File: src/itp_pkg.sv
// Shared types, codes and operator tables for the infix-to-postfix converter.
// No dependencies; used by the front, queue, back and top-level files.
`default_nettype none

package itp_pkg;

  // Operator codes as they are held on the operator stack
  typedef enum logic [2:0] {
    OP_NONE   = 3'd0,
    OP_LPAREN = 3'd1,
    OP_CARET  = 3'd2,
    OP_DOLLAR = 3'd3,
    OP_STAR   = 3'd4,
    OP_SLASH  = 3'd5,
    OP_PLUS   = 3'd6,
    OP_MINUS  = 3'd7
  } op_code_t;

  // Character classes decided by the front end
  typedef enum logic [2:0] {
    K_IGNORE,
    K_PASS,
    K_OPEN,
    K_BINOP,
    K_CLOSE
  } sym_kind_t;

  // One classified request as it travels from front to back
  typedef struct packed {
    sym_kind_t  kind;
    op_code_t   code;
    logic [7:0] sym;
    logic       last;
  } item_t;

  // Depth of the queue between front and back
  localparam int QUEUE_DEPTH = 2;

  // ASCII characters of interest
  localparam logic [7:0] CH_LPAREN = 8'h28;
  localparam logic [7:0] CH_RPAREN = 8'h29;
  localparam logic [7:0] CH_CARET  = 8'h5E;
  localparam logic [7:0] CH_DOLLAR = 8'h24;
  localparam logic [7:0] CH_STAR   = 8'h2A;
  localparam logic [7:0] CH_SLASH  = 8'h2F;
  localparam logic [7:0] CH_PLUS   = 8'h2B;
  localparam logic [7:0] CH_MINUS  = 8'h2D;
  localparam logic [7:0] CH_NUL    = 8'h00;

  // Precedence: power 3, multiplicative 2, additive 1, parenthesis 0
  function automatic logic [1:0] op_rank(input op_code_t code);
    logic [1:0] rank;
    case (code)
      OP_CARET, OP_DOLLAR: rank = 2'd3;
      OP_STAR, OP_SLASH:   rank = 2'd2;
      OP_PLUS, OP_MINUS:   rank = 2'd1;
      default:             rank = 2'd0;
    endcase
    return rank;
  endfunction

  // Character written out when an operator is popped
  function automatic logic [7:0] op_char(input op_code_t code);
    logic [7:0] ch;
    case (code)
      OP_LPAREN: ch = CH_LPAREN;
      OP_CARET:  ch = CH_CARET;
      OP_DOLLAR: ch = CH_DOLLAR;
      OP_STAR:   ch = CH_STAR;
      OP_SLASH:  ch = CH_SLASH;
      OP_PLUS:   ch = CH_PLUS;
      OP_MINUS:  ch = CH_MINUS;
      default:   ch = CH_NUL;
    endcase
    return ch;
  endfunction

endpackage

`default_nettype wire

File: src/itp_front.sv
// Front end: accepts input requests and classifies each character.
// Depends on itp_pkg; feeds itp_queue.
`default_nettype none

module itp_front (
  input  wire logic          in_valid,
  output logic               in_ready,
  input  wire logic [7:0]    symbol,
  input  wire logic          end_of_expr,
  input  wire logic          q_ready,
  output logic               q_push,
  output itp_pkg::item_t     q_item
);

  logic is_alnum;

  // Request handshake follows queue room
  assign in_ready = q_ready;
  assign q_push   = in_valid && q_ready;

  assign is_alnum = (symbol >= 8'h41 && symbol <= 8'h5A) ||
                    (symbol >= 8'h61 && symbol <= 8'h7A) ||
                    (symbol >= 8'h30 && symbol <= 8'h39);

  // Classify the character
  always_comb begin
    q_item.sym  = symbol;
    q_item.last = end_of_expr;
    q_item.code = itp_pkg::OP_NONE;
    q_item.kind = itp_pkg::K_IGNORE;
    if (is_alnum) begin
      q_item.kind = itp_pkg::K_PASS;
    end else begin
      case (symbol)
        itp_pkg::CH_LPAREN: begin
          q_item.kind = itp_pkg::K_OPEN;
          q_item.code = itp_pkg::OP_LPAREN;
        end
        itp_pkg::CH_CARET: begin
          q_item.kind = itp_pkg::K_OPEN;
          q_item.code = itp_pkg::OP_CARET;
        end
        itp_pkg::CH_DOLLAR: begin
          q_item.kind = itp_pkg::K_OPEN;
          q_item.code = itp_pkg::OP_DOLLAR;
        end
        itp_pkg::CH_STAR: begin
          q_item.kind = itp_pkg::K_BINOP;
          q_item.code = itp_pkg::OP_STAR;
        end
        itp_pkg::CH_SLASH: begin
          q_item.kind = itp_pkg::K_BINOP;
          q_item.code = itp_pkg::OP_SLASH;
        end
        itp_pkg::CH_PLUS: begin
          q_item.kind = itp_pkg::K_BINOP;
          q_item.code = itp_pkg::OP_PLUS;
        end
        itp_pkg::CH_MINUS: begin
          q_item.kind = itp_pkg::K_BINOP;
          q_item.code = itp_pkg::OP_MINUS;
        end
        itp_pkg::CH_RPAREN: begin
          q_item.kind = itp_pkg::K_CLOSE;
        end
        default: begin
          q_item.kind = itp_pkg::K_IGNORE;
        end
      endcase
    end
  end

endmodule

`default_nettype wire

File: src/itp_queue.sv
// Short queue of classified requests between front and back.
// Depends on itp_pkg.
`default_nettype none

module itp_queue (
  input  wire logic           clk,
  input  wire logic           rst,
  input  wire logic           push,
  input  wire itp_pkg::item_t push_item,
  output logic                not_full,
  input  wire logic           pop,
  output logic                head_valid,
  output itp_pkg::item_t      head_item
);

  localparam int PW = (itp_pkg::QUEUE_DEPTH > 1) ? $clog2(itp_pkg::QUEUE_DEPTH) : 1;
  localparam int NW = $clog2(itp_pkg::QUEUE_DEPTH + 1);

  itp_pkg::item_t entries [itp_pkg::QUEUE_DEPTH];
  logic [PW-1:0]  wr_ptr;
  logic [PW-1:0]  rd_ptr;
  logic [NW-1:0]  fill;
  logic           do_push;
  logic           do_pop;

  assign not_full   = fill != NW'(itp_pkg::QUEUE_DEPTH);
  assign head_valid = fill != '0;
  assign head_item  = entries[rd_ptr];
  assign do_push    = push && not_full;
  assign do_pop     = pop && head_valid;

  // Pointer wrap
  function automatic logic [PW-1:0] next_ptr(input logic [PW-1:0] p);
    logic [PW-1:0] n;
    if (p == PW'(itp_pkg::QUEUE_DEPTH - 1)) n = '0;
    else n = p + PW'(1);
    return n;
  endfunction

  // Control state
  always_ff @(posedge clk) begin
    if (rst) begin
      wr_ptr <= '0;
      rd_ptr <= '0;
      fill   <= '0;
    end else begin
      if (do_push) wr_ptr <= next_ptr(wr_ptr);
      if (do_pop) rd_ptr <= next_ptr(rd_ptr);
      if (do_push && !do_pop) fill <= fill + NW'(1);
      else if (do_pop && !do_push) fill <= fill - NW'(1);
    end
  end

  // Entry storage
  always_ff @(posedge clk) begin
    if (do_push) entries[wr_ptr] <= push_item;
  end

endmodule

`default_nettype wire

File: src/itp_back.sv
// Back end: operator stack, pop sequencer, result staging and output register.
// Depends on itp_pkg; reads classified requests from itp_queue.
`default_nettype none

module itp_back #(
  parameter int STACK_DEPTH = 32
) (
  input  wire logic           clk,
  input  wire logic           rst,
  input  wire logic           q_valid,
  input  wire itp_pkg::item_t q_item,
  output logic                q_pop,
  output logic                out_valid,
  input  wire logic           out_ready,
  output logic [7:0]          out_char,
  output logic                run_last,
  output logic                expr_done,
  output logic                overflow_seen,
  output logic                unmatched_close
);

  localparam int CW = $clog2(STACK_DEPTH + 1);
  localparam int AW = $clog2(STACK_DEPTH);

  typedef enum logic {S_MAIN, S_FLUSH} state_t;

  state_t state, state_next;
  logic [CW-1:0] count, count_next;
  logic          ovf, ovf_next;
  logic          unm, unm_next;

  // Operator stack memory, with the top entry held in a registered read port
  itp_pkg::op_code_t stack_mem [STACK_DEPTH];
  itp_pkg::op_code_t top;

  // Pending result, held until it is known whether more follow for its request
  logic       p_valid;
  logic [7:0] p_char;
  logic       p_done;
  logic       p_ovf;
  logic       p_unm;
  logic       p_final;

  logic              push, pop, after_op, want, fin;
  itp_pkg::op_code_t push_code;
  logic [7:0]        r_char;
  logic              r_done;
  logic              emit_ok, can_prod, produce, p_move;
  logic              not_empty, full;
  logic              wr_en;
  logic [AW-1:0]     wr_addr, rd_addr;
  logic [CW-1:0]     rd_full;

  assign not_empty = count != '0;
  assign full      = count == CW'(STACK_DEPTH);
  assign emit_ok   = !out_valid || out_ready;
  assign can_prod  = !p_valid || emit_ok;

  // Sequencer: one push or one pop per cycle
  always_comb begin
    state_next = state;
    ovf_next   = ovf;
    unm_next   = unm;
    push       = 1'b0;
    pop        = 1'b0;
    push_code  = q_item.code;
    after_op   = 1'b0;
    want       = 1'b0;
    fin        = 1'b0;
    r_char     = itp_pkg::CH_NUL;
    r_done     = 1'b0;
    case (state)
      S_MAIN: begin
        if (q_valid) begin
          case (q_item.kind)
            itp_pkg::K_PASS: begin
              want   = 1'b1;
              r_char = q_item.sym;
              if (can_prod) begin
                if (q_item.last) state_next = S_FLUSH;
                else fin = 1'b1;
              end
            end
            itp_pkg::K_OPEN: begin
              push     = 1'b1;
              after_op = 1'b1;
            end
            itp_pkg::K_BINOP: begin
              if (not_empty && (itp_pkg::op_rank(q_item.code) <= itp_pkg::op_rank(top)))
              begin
                want   = 1'b1;
                r_char = itp_pkg::op_char(top);
                pop    = can_prod;
              end else begin
                push     = 1'b1;
                after_op = 1'b1;
              end
            end
            itp_pkg::K_CLOSE: begin
              if (not_empty && top != itp_pkg::OP_LPAREN) begin
                want   = 1'b1;
                r_char = itp_pkg::op_char(top);
                pop    = can_prod;
              end else begin
                if (not_empty) pop = 1'b1;
                else unm_next = 1'b1;
                after_op = 1'b1;
              end
            end
            default: begin
              after_op = 1'b1;
            end
          endcase
          if (after_op) begin
            if (q_item.last) state_next = S_FLUSH;
            else fin = 1'b1;
          end
        end
      end
      S_FLUSH: begin
        want = 1'b1;
        if (not_empty) begin
          r_char = itp_pkg::op_char(top);
          pop    = can_prod;
        end else begin
          r_done = 1'b1;
          if (can_prod) begin
            fin        = 1'b1;
            ovf_next   = 1'b0;
            unm_next   = 1'b0;
            state_next = S_MAIN;
          end
        end
      end
      default: begin
        state_next = S_MAIN;
      end
    endcase

    // Stack pointer update; a push onto a full stack is dropped
    count_next = count;
    wr_en      = 1'b0;
    if (push) begin
      if (full) ovf_next = 1'b1;
      else begin
        count_next = count + CW'(1);
        wr_en      = 1'b1;
      end
    end else if (pop) begin
      count_next = count - CW'(1);
    end
  end

  assign produce = want && can_prod;
  assign p_move  = p_valid && emit_ok && (p_final || produce);
  assign q_pop   = fin;
  assign wr_addr = count[AW-1:0];
  assign rd_full = count_next - CW'(1);
  assign rd_addr = rd_full[AW-1:0];

  // Stack memory with write-through to the top register
  always_ff @(posedge clk) begin
    if (wr_en) stack_mem[wr_addr] <= push_code;
    if (wr_en && wr_addr == rd_addr) top <= push_code;
    else top <= stack_mem[rd_addr];
  end

  // State, pending stage and output register
  always_ff @(posedge clk) begin
    if (rst) begin
      state     <= S_MAIN;
      count     <= '0;
      ovf       <= 1'b0;
      unm       <= 1'b0;
      p_valid   <= 1'b0;
      p_final   <= 1'b0;
      out_valid <= 1'b0;
    end else begin
      state <= state_next;
      count <= count_next;
      ovf   <= ovf_next;
      unm   <= unm_next;

      if (produce) begin
        p_valid <= 1'b1;
        p_char  <= r_char;
        p_done  <= r_done;
        p_ovf   <= r_done && ovf;
        p_unm   <= r_done && unm;
        p_final <= fin;
      end else if (p_move) begin
        p_valid <= 1'b0;
      end else if (fin && p_valid) begin
        p_final <= 1'b1;
      end

      if (p_move) begin
        out_valid       <= 1'b1;
        out_char        <= p_char;
        expr_done       <= p_done;
        overflow_seen   <= p_ovf;
        unmatched_close <= p_unm;
        run_last        <= p_final;
      end else if (out_ready) begin
        out_valid <= 1'b0;
      end
    end
  end

endmodule

`default_nettype wire

File: src/infix_to_postfix_converter_top.sv
// Infix-to-postfix converter (shunting-yard), top level.
// Depends on itp_pkg, itp_front, itp_queue and itp_back.
//
// Usage:
//   Input channel (in_valid/in_ready) takes one ASCII character per request in
//   symbol; end_of_expr marks the last character of an expression.
//   Output channel (out_valid/out_ready) delivers postfix characters in
//   out_char. run_last flags the last result caused by one input request.
//   After the last character the operator stack is flushed and a terminator
//   (expr_done=1, out_char=0) reports overflow_seen and unmatched_close.
// Timing:
//   The front classifies and queues requests (2 deep), so input is taken
//   while the back works. The back takes each request in turn, pops each
//   operator in its own step and ends with a terminator step; a letter or
//   digit passes the queue, staging and output registers. The stack's one
//   push or one pop per cycle sets the rate unless the output stalls.
// Reset clears the stack, flags, queue and output register. When out_ready is
//   low, one result waits in the output register and one in a staging
//   register; the back then stops and the queue fills before in_ready drops.
`default_nettype none

module infix_to_postfix_converter_top #(
  parameter int STACK_DEPTH = 32
) (
  input  wire logic       clk,
  input  wire logic       rst,
  input  wire logic       in_valid,
  output logic            in_ready,
  input  wire logic [7:0] symbol,
  input  wire logic       end_of_expr,
  output logic            out_valid,
  input  wire logic       out_ready,
  output logic [7:0]      out_char,
  output logic            run_last,
  output logic            expr_done,
  output logic            overflow_seen,
  output logic            unmatched_close
);

  logic           q_ready;
  logic           q_push;
  itp_pkg::item_t q_in_item;
  logic           q_head_valid;
  itp_pkg::item_t q_head_item;
  logic           q_pop;

  // Classification
  itp_front u_front (
    .in_valid    (in_valid),
    .in_ready    (in_ready),
    .symbol      (symbol),
    .end_of_expr (end_of_expr),
    .q_ready     (q_ready),
    .q_push      (q_push),
    .q_item      (q_in_item)
  );

  // Decoupling queue
  itp_queue u_queue (
    .clk        (clk),
    .rst        (rst),
    .push       (q_push),
    .push_item  (q_in_item),
    .not_full   (q_ready),
    .pop        (q_pop),
    .head_valid (q_head_valid),
    .head_item  (q_head_item)
  );

  // Stack engine and output
  itp_back #(
    .STACK_DEPTH (STACK_DEPTH)
  ) u_back (
    .clk             (clk),
    .rst             (rst),
    .q_valid         (q_head_valid),
    .q_item          (q_head_item),
    .q_pop           (q_pop),
    .out_valid       (out_valid),
    .out_ready       (out_ready),
    .out_char        (out_char),
    .run_last        (run_last),
    .expr_done       (expr_done),
    .overflow_seen   (overflow_seen),
    .unmatched_close (unmatched_close)
  );

endmodule

`default_nettype wire

File: config.mk
export PLATFORM = sky130hd
export DESIGN_NAME = infix_to_postfix_converter_top
export DESIGN_NICKNAME = d
export VERILOG_FILES = /design/src/itp_pkg.sv /design/src/itp_front.sv /design/src/itp_queue.sv /design/src/itp_back.sv /design/src/infix_to_postfix_converter_top.sv
export SDC_FILE = /design/constraint.sdc
export NUM_CORES = 1
export LEC_CHECK = 0
export BUFFER_PORTS_ARGS = -buffer_cell sky130_fd_sc_hd__buf_2
export CORE_MARGIN = 2
export CORE_UTILIZATION = 60
export CTS_CLUSTER_DIAMETER = 80
export DETAILED_ROUTE_END_ITERATION = 16
export PLACE_DENSITY = 0.78
export SETUP_SLACK_MARGIN = 0.2
export SLEW_MARGIN = 20
export SYNTH_ARGS = -nofsm -noshare
export SYNTH_HDL_FRONTEND = slang
export SYNTH_SLANG_ARGS = --single-unit
File: constraint.sdc
create_clock -name clk -period 5.2 [get_ports clk]
set_clock_uncertainty 0.1 [all_clocks]
set_input_delay 0.78 -clock clk [delete_from_list [all_inputs] [get_ports clk]]
set_output_delay 0.78 -clock clk [all_outputs]
set_load 0.03 [all_outputs]
; ---- Word-level counts from Yosys, hierarchy flattened
; Memories as Yosys holds them, arrays and structs flattened. A register that Yosys moved wholly into a read port is not among the register bits.
; Index checks and enable logic that the tools add are counted.
; Widths: inputs -> output; s select.
[word_totals]
register_bits = 39
latchBits = 0
mem_bits_rw = 126
rom_bits = 0
inputBits = 13
wordCells = 208
memories = 2
[memory_table]
columns = memory, depth, word_bits, read_ports, rd_ports_with_merged_regs, write_ports, line_no
row1 = u_back.stack_mem, 32, 3, 1, 1, 1, itp_back.sv:33  ; itp_pkg::op_code_t stack_mem [STACK_DEPTH];
row2 = u_queue.entries, 2, 15, 1, 1, 1, itp_queue.sv:19  ; itp_pkg::item_t entries [itp_pkg::QUEUE_DEPTH];
[op_classes]
n_addsub = 7
mul = 0
div_mod_pow = 0
magnitude_cmp = 7
eq_ne = 35
shifts = 0
muxes = 93
bitwise_logic = 2
reduce_logical = 43
[ops]
columns = cell, count
row1 = $mux 1, 60
row2 = $eq 8x6->1 const B, 7
row3 = $pmux 7 s7, 1
row4 = $mux 8, 4
row5 = $eq 3x3->1 const B, 9
row6 = $pmux 8 s3, 1
row7 = $pmux 3 s7, 1
row8 = $eq 3x2->1 const B, 6
row9 = $mux 6, 3
row10 = $ge 8x7->1 const B, 2
row11 = $le 8x7->1 const B, 2
row12 = $logic_and 1x1->1, 16
row13 = $mux 2, 8
row14 = $pmux 8 s2, 1
row15 = $ne 2x2->1 const B, 7
row16 = $pmux 1 s2, 7
row17 = $pmux 2 s3, 2
row18 = $reduce_or 2->1, 6
row19 = $reduce_bool 2->1, 5
row20 = $pmux 3 s3, 1
row21 = $eq 8x7->1 const B, 1
row22 = $ge 8x6->1 const B, 1
row23 = $le 8x6->1 const B, 1
row24 = $add 6x1->6 const B, 1
row25 = other kinds (20), 34

; ---- Longest topological paths before layout
[logic_depth]
word_depth = 19
mapped_depth = 20

; ---- Hierarchy
; Synthesis repeated with hierarchy kept, for this count alone.
[unflattened]
hier_cells = 587
hier_area_um2 = 7733.7
[modules_own_cells]
columns = module, n_inst, cells_per_inst, area_per_inst_um2, seq_area_each_um2
row1 = itp_back, 1, 470, 6093.3, 3913.8
row2 = itp_queue, 1, 71, 1305.0, 1001.0
row3 = itp_front, 1, 46, 335.3, 0.0

; ---- Least setup slack after synthesis
; OpenSTA, ideal clock, no wires.
[synth_timing]
path_type = reg2reg
from = register with a tool-made name
to = register u_back.expr_done (enable)
setup_ns = 0.396
arrival_time_ns = 4.287
required_time_ns = 4.704
slack_ns = 0.417
stages_incl_launch_ff = 16
path_buffers = 2
path_cell_list = dfxtp_1 -> clkbuf_1 -> clkbuf_1 -> mux4_2 -> mux4_2 -> mux2_2 -> nor2b_1 -> nor2_1 -> ha_1 -> nor2b_1 -> o21ai_0 -> nand3_1 -> o21ai_0 -> a221o_1 -> o21ai_0 -> nor3_1
[synth_rtl]
columns = item, line_no
row1 = "end signal, assigned", itp_back.sv:200  ; expr_done <= p_done;
row2 = "end, declared", itp_back.sv:17  ; output logic expr_done,

==> impl_metrics.py <==
metrics = {
    "setup_path": {
        "r2r_slack_ps": 480,
        "worst_setup_path_start_kind": "flip-flop",
        "endpoint_kind": "flip-flop",
        "cp.arrival_ps": 4920,
        "cpPeakStageDelay_ps": 530,
        "worstSetupPathType": "reg -> reg",
        "crit_fanout": 24,
        "worst_path_max_delay_cell": "mux4_2",
        "r2r.worst_path.cells": 18,
        "crit_chain": "buf_12 -> mux4_2 -> mux4_2 -> mux2_2 -> nor2b_1 -> nor2_1 -> ha_1 -> nor2b_1 -> o21ai_1 -> nand2b_1 -> a31o_2 -> o32a_2 -> o211ai_1 -> o21ai_0 -> a21oi_1 -> ha_1 -> nand3_2 -> xnor2_1",
        "cp.required_ps": 5410,
    },
    "hold_path": {
        "hold_path_depth": 0,
        "hp-class": "reg -> reg",
        "holdPathEnd": "u_back.out_char[5]$_DFFE_PP_",
        "worstHoldStart": "u_back.p_char[5]$_DFFE_PP_",
    },
    "cts": {
        "cts-hold-fix-buffers": 0,
        "clk_pin_slew_ps": 60,
        "htree_levels": 4,
        "cts_tree": "yes",
        "cts_root_buffer": "clkbuf_16",
        "numCtsBuffers": 17,
        "clk-insertion-delay-late_ps": 430,
        "cts_buffer_depth": 2,
        "cts_sinks": 171,
    },
    "global_routing": {
        "grt_pass1_wl_mm": 20.2,
        "grt_usage_pct": 21.2,
        "overflow": 0,
        "grt_pass1_vias": 3931,
        "antenna_found_initial": 0,
        "grt_start_max_net_pins": 34,
    },
    "timing": {
        "fin_crit_sh_pct": 90.7,
        "tns_ps": 0,
        "hold_viol_final": 0,
        "setup_viol": 0,
        "timing.fmax_mhz": 212,
        "fin_hold_ws_ps": 319,
        "worst_pin_slew_ps": 961,
        "slew_headroom_pct": 35.9,
        "maxSlewViolCount": 0,
        "rsz0062_at_grt": "no",
        "period_needed_ps": 4720,
    },
    "logic_synthesis": {
        "ys_types": 52,
        "syn-instance-count": 483,
        "seq_area_frac_synth_pct": 67.6,
        "synth-edff-count": 149,
        "synth-seq-cells": 171,
        "synth_fp_nets": 504,
        "yosys-top-cells-count": "edfxtp_1, nor2_1, mux4_2, nand2_1, dfxtp_1",
        "synth_area_um2": 7270,
        "synth_top_area_share_pct": 61.5,
        "ys.warnings.count": 0,
        "synth_top_cell_by_area": "edfxtp_1",
        "synth_flop_cell": "edfxtp_1",
        "syn_area_per_cell_um2": 15.1,
        "yosysMostFrequentCell": "edfxtp_1",
        "post_synth_main_area_contributors": "edfxtp_1, mux4_2, dfxtp_1",
        "synthArstFlopShare_pct": 0,
    },
    "power": {
        "power_density_nw_per_um2": 523,
        "leakagePower_uw": 0.00274,
        "ir_worst_vdd_uv": 305,
    },
    "route": {
        "antenna_left": 0,
        "drc": 0,
        "drt-total-wl_mm": 12.7,
        "wl_per_cell_um": 18.9,
        "vias": 4043,
        "drt_pass1_iterations": 5,
        "drt_iter0_drc": 361,
        "via_per_inst": 6.02,
    },
    "floorplanning": {
        "row_count": 40,
        "initial_utilization_pct": 61.1,
        "io_pins": 27,
        "die_w_um": 114,
        "core_area_um2": 11900,
        "die_h_um": 114,
        "die_area_um2": 13000,
    },
    "final_layout": {
        "antenna_cells": 0,
        "nets": 533,
        "final_area_um2": 8150,
        "area_growth_pct": 12.0,
        "drive_above_1_share_pct": 21.3,
    },
    "run_status": {
        "status": "finished, final reports clean",
    },
    "placed_design": {
        "portBuffers": 26,
        "place_area_um2": 7550,
        "dp_hpwl_mm": 8.73,
        "gp_congestion": 0.875,
    },
    "flow_run": {
        "cap_violations": 0,
    },
}
-- logic make-up (layout without fill, tap and decap cells) --
family	after synthesis	count (layout)	synth area share, %
buf+inv	30	72	1.87
mux	52	52	12.6
simple gates	152	152	9.77
fa+ha+maj	8	8	1.38
xor+xnor	15	15	1.81
flops	171	171	67.6
compound gates	55	55	4.97
-- registers in the layout, indices dropped and copies added, names as in the netlist, 2 cells and up, named ones only --
register and count:
u_back.stack_mem 96, u_queue.entries 30, u_back.out_char 8, u_back.p_char 8, u_back.count 6, u_queue.fill 2
-- per-stage QoR --
| step | worst slack [ps] | power [µW] | util, % | instances |
|---|---|---|---|---|
| 3_3_place_gp | 545 | 2970 | 63.3 | 640 |
| 6_report | 482 | 4260 | 68.4 | 672 |
| 3_5_place_dp | 307 | 3020 | 63.4 | 640 |
| 2_1_floorplan | 417 | 2740 | - | 483 |
| 5_1_grt | 259 | 4470 | 68.4 | 672 |
| 4_1_cts | 275 | 4280 | 68.4 | 672 |
-- worst max-delay path, delay by kind of cell, from the launching register on --
kind	cells	cell delay, ps
compound gates	6	1220
xor+xnor	1	140
fa+ha+maj	2	510
buf+inv	1	230
flops	1	360
mux	3	1390
simple gates	5	630
-- metal layers --
metal | track usage [%] | share of wire (%) | vias to the layer above
li1 | - | - | 1899
met1 | 26.3 | 41 | 2006
met2 | 36.0 | 53 | 120
met3 | 6.19 | 4.3 | 18
met4 | 7.40 | 1.6 | 0
met5 | 0 | 0 | -
-- layout make-up --
class / instances / area, µm²
repair buffers: 32 / 188
well taps: 147 / 184
inverters: 8 / 30.0
flip-flops and latches: 171 / 4910
fillers: 824 / 3760
clock inverters: 14 / 169
multi-input cells: 282 / 2230
clock buffers: 18 / 429
-- placed cells by master, fill, tap and decap left out, types with 3 or more instances in the layout --
master	netlist	layout
a21oi_1	9	9
and2_1	3	3
and3_1	4	4
buf_2	1	26
buf_4	0	5
bufinv_16	0	3
clkbuf_16	0	17
clkinvlp_4	0	3
dfxtp_1	22	22
edfxtp_1	149	149
ha_1	8	8
inv_1	8	8
inv_6	0	4
mux2_2	9	9
mux2i_1	12	12
mux4_2	30	30
nand2_1	30	30
nand2b_1	4	4
nand3_1	6	6
nor2_1	69	68
nor2b_1	8	8
nor3_1	10	9
o211ai_1	3	3
o21ai_0	20	19
o22ai_1	6	6
or2_2	3	3
or3_1	3	3
xnor2_1	9	9
xor2_1	6	6
-- what timing repair did --
item,CTS,global route
resized for setup,0,2
buffers inserted,0,0
endpoints found under the setup margin,0,4
-- worst max path at each step --
| stage | start | end | slack, ps | depth (start not counted) |
|---|---|---|---|---|
| floorplan | flip-flop | u_back.expr_done$_DFFE_PP_ | 420 | 15 |
| global placement | flip-flop | flip-flop | 550 | 18 |
| detailed placement | flip-flop | flip-flop | 310 | 18 |
| CTS | flip-flop | flip-flop | 270 | 18 |
| global route | flip-flop | u_queue.fill[1]$_SDFFE_PP0P_ | 260 | 17 |
| finish | flip-flop | flip-flop | 480 | 18 |
-- power by group --
group / internal [µW] / leakage (µW) / switching, µW
Clock: 757 / 0.000283 / 506
Combinational: 476 / 0.000909 / 694
Sequential: 1730 / 0.00154 / 96.1
Total: 2970 / 0.00274 / 1300
No activity file was read; power rests on OpenSTA's default activity.
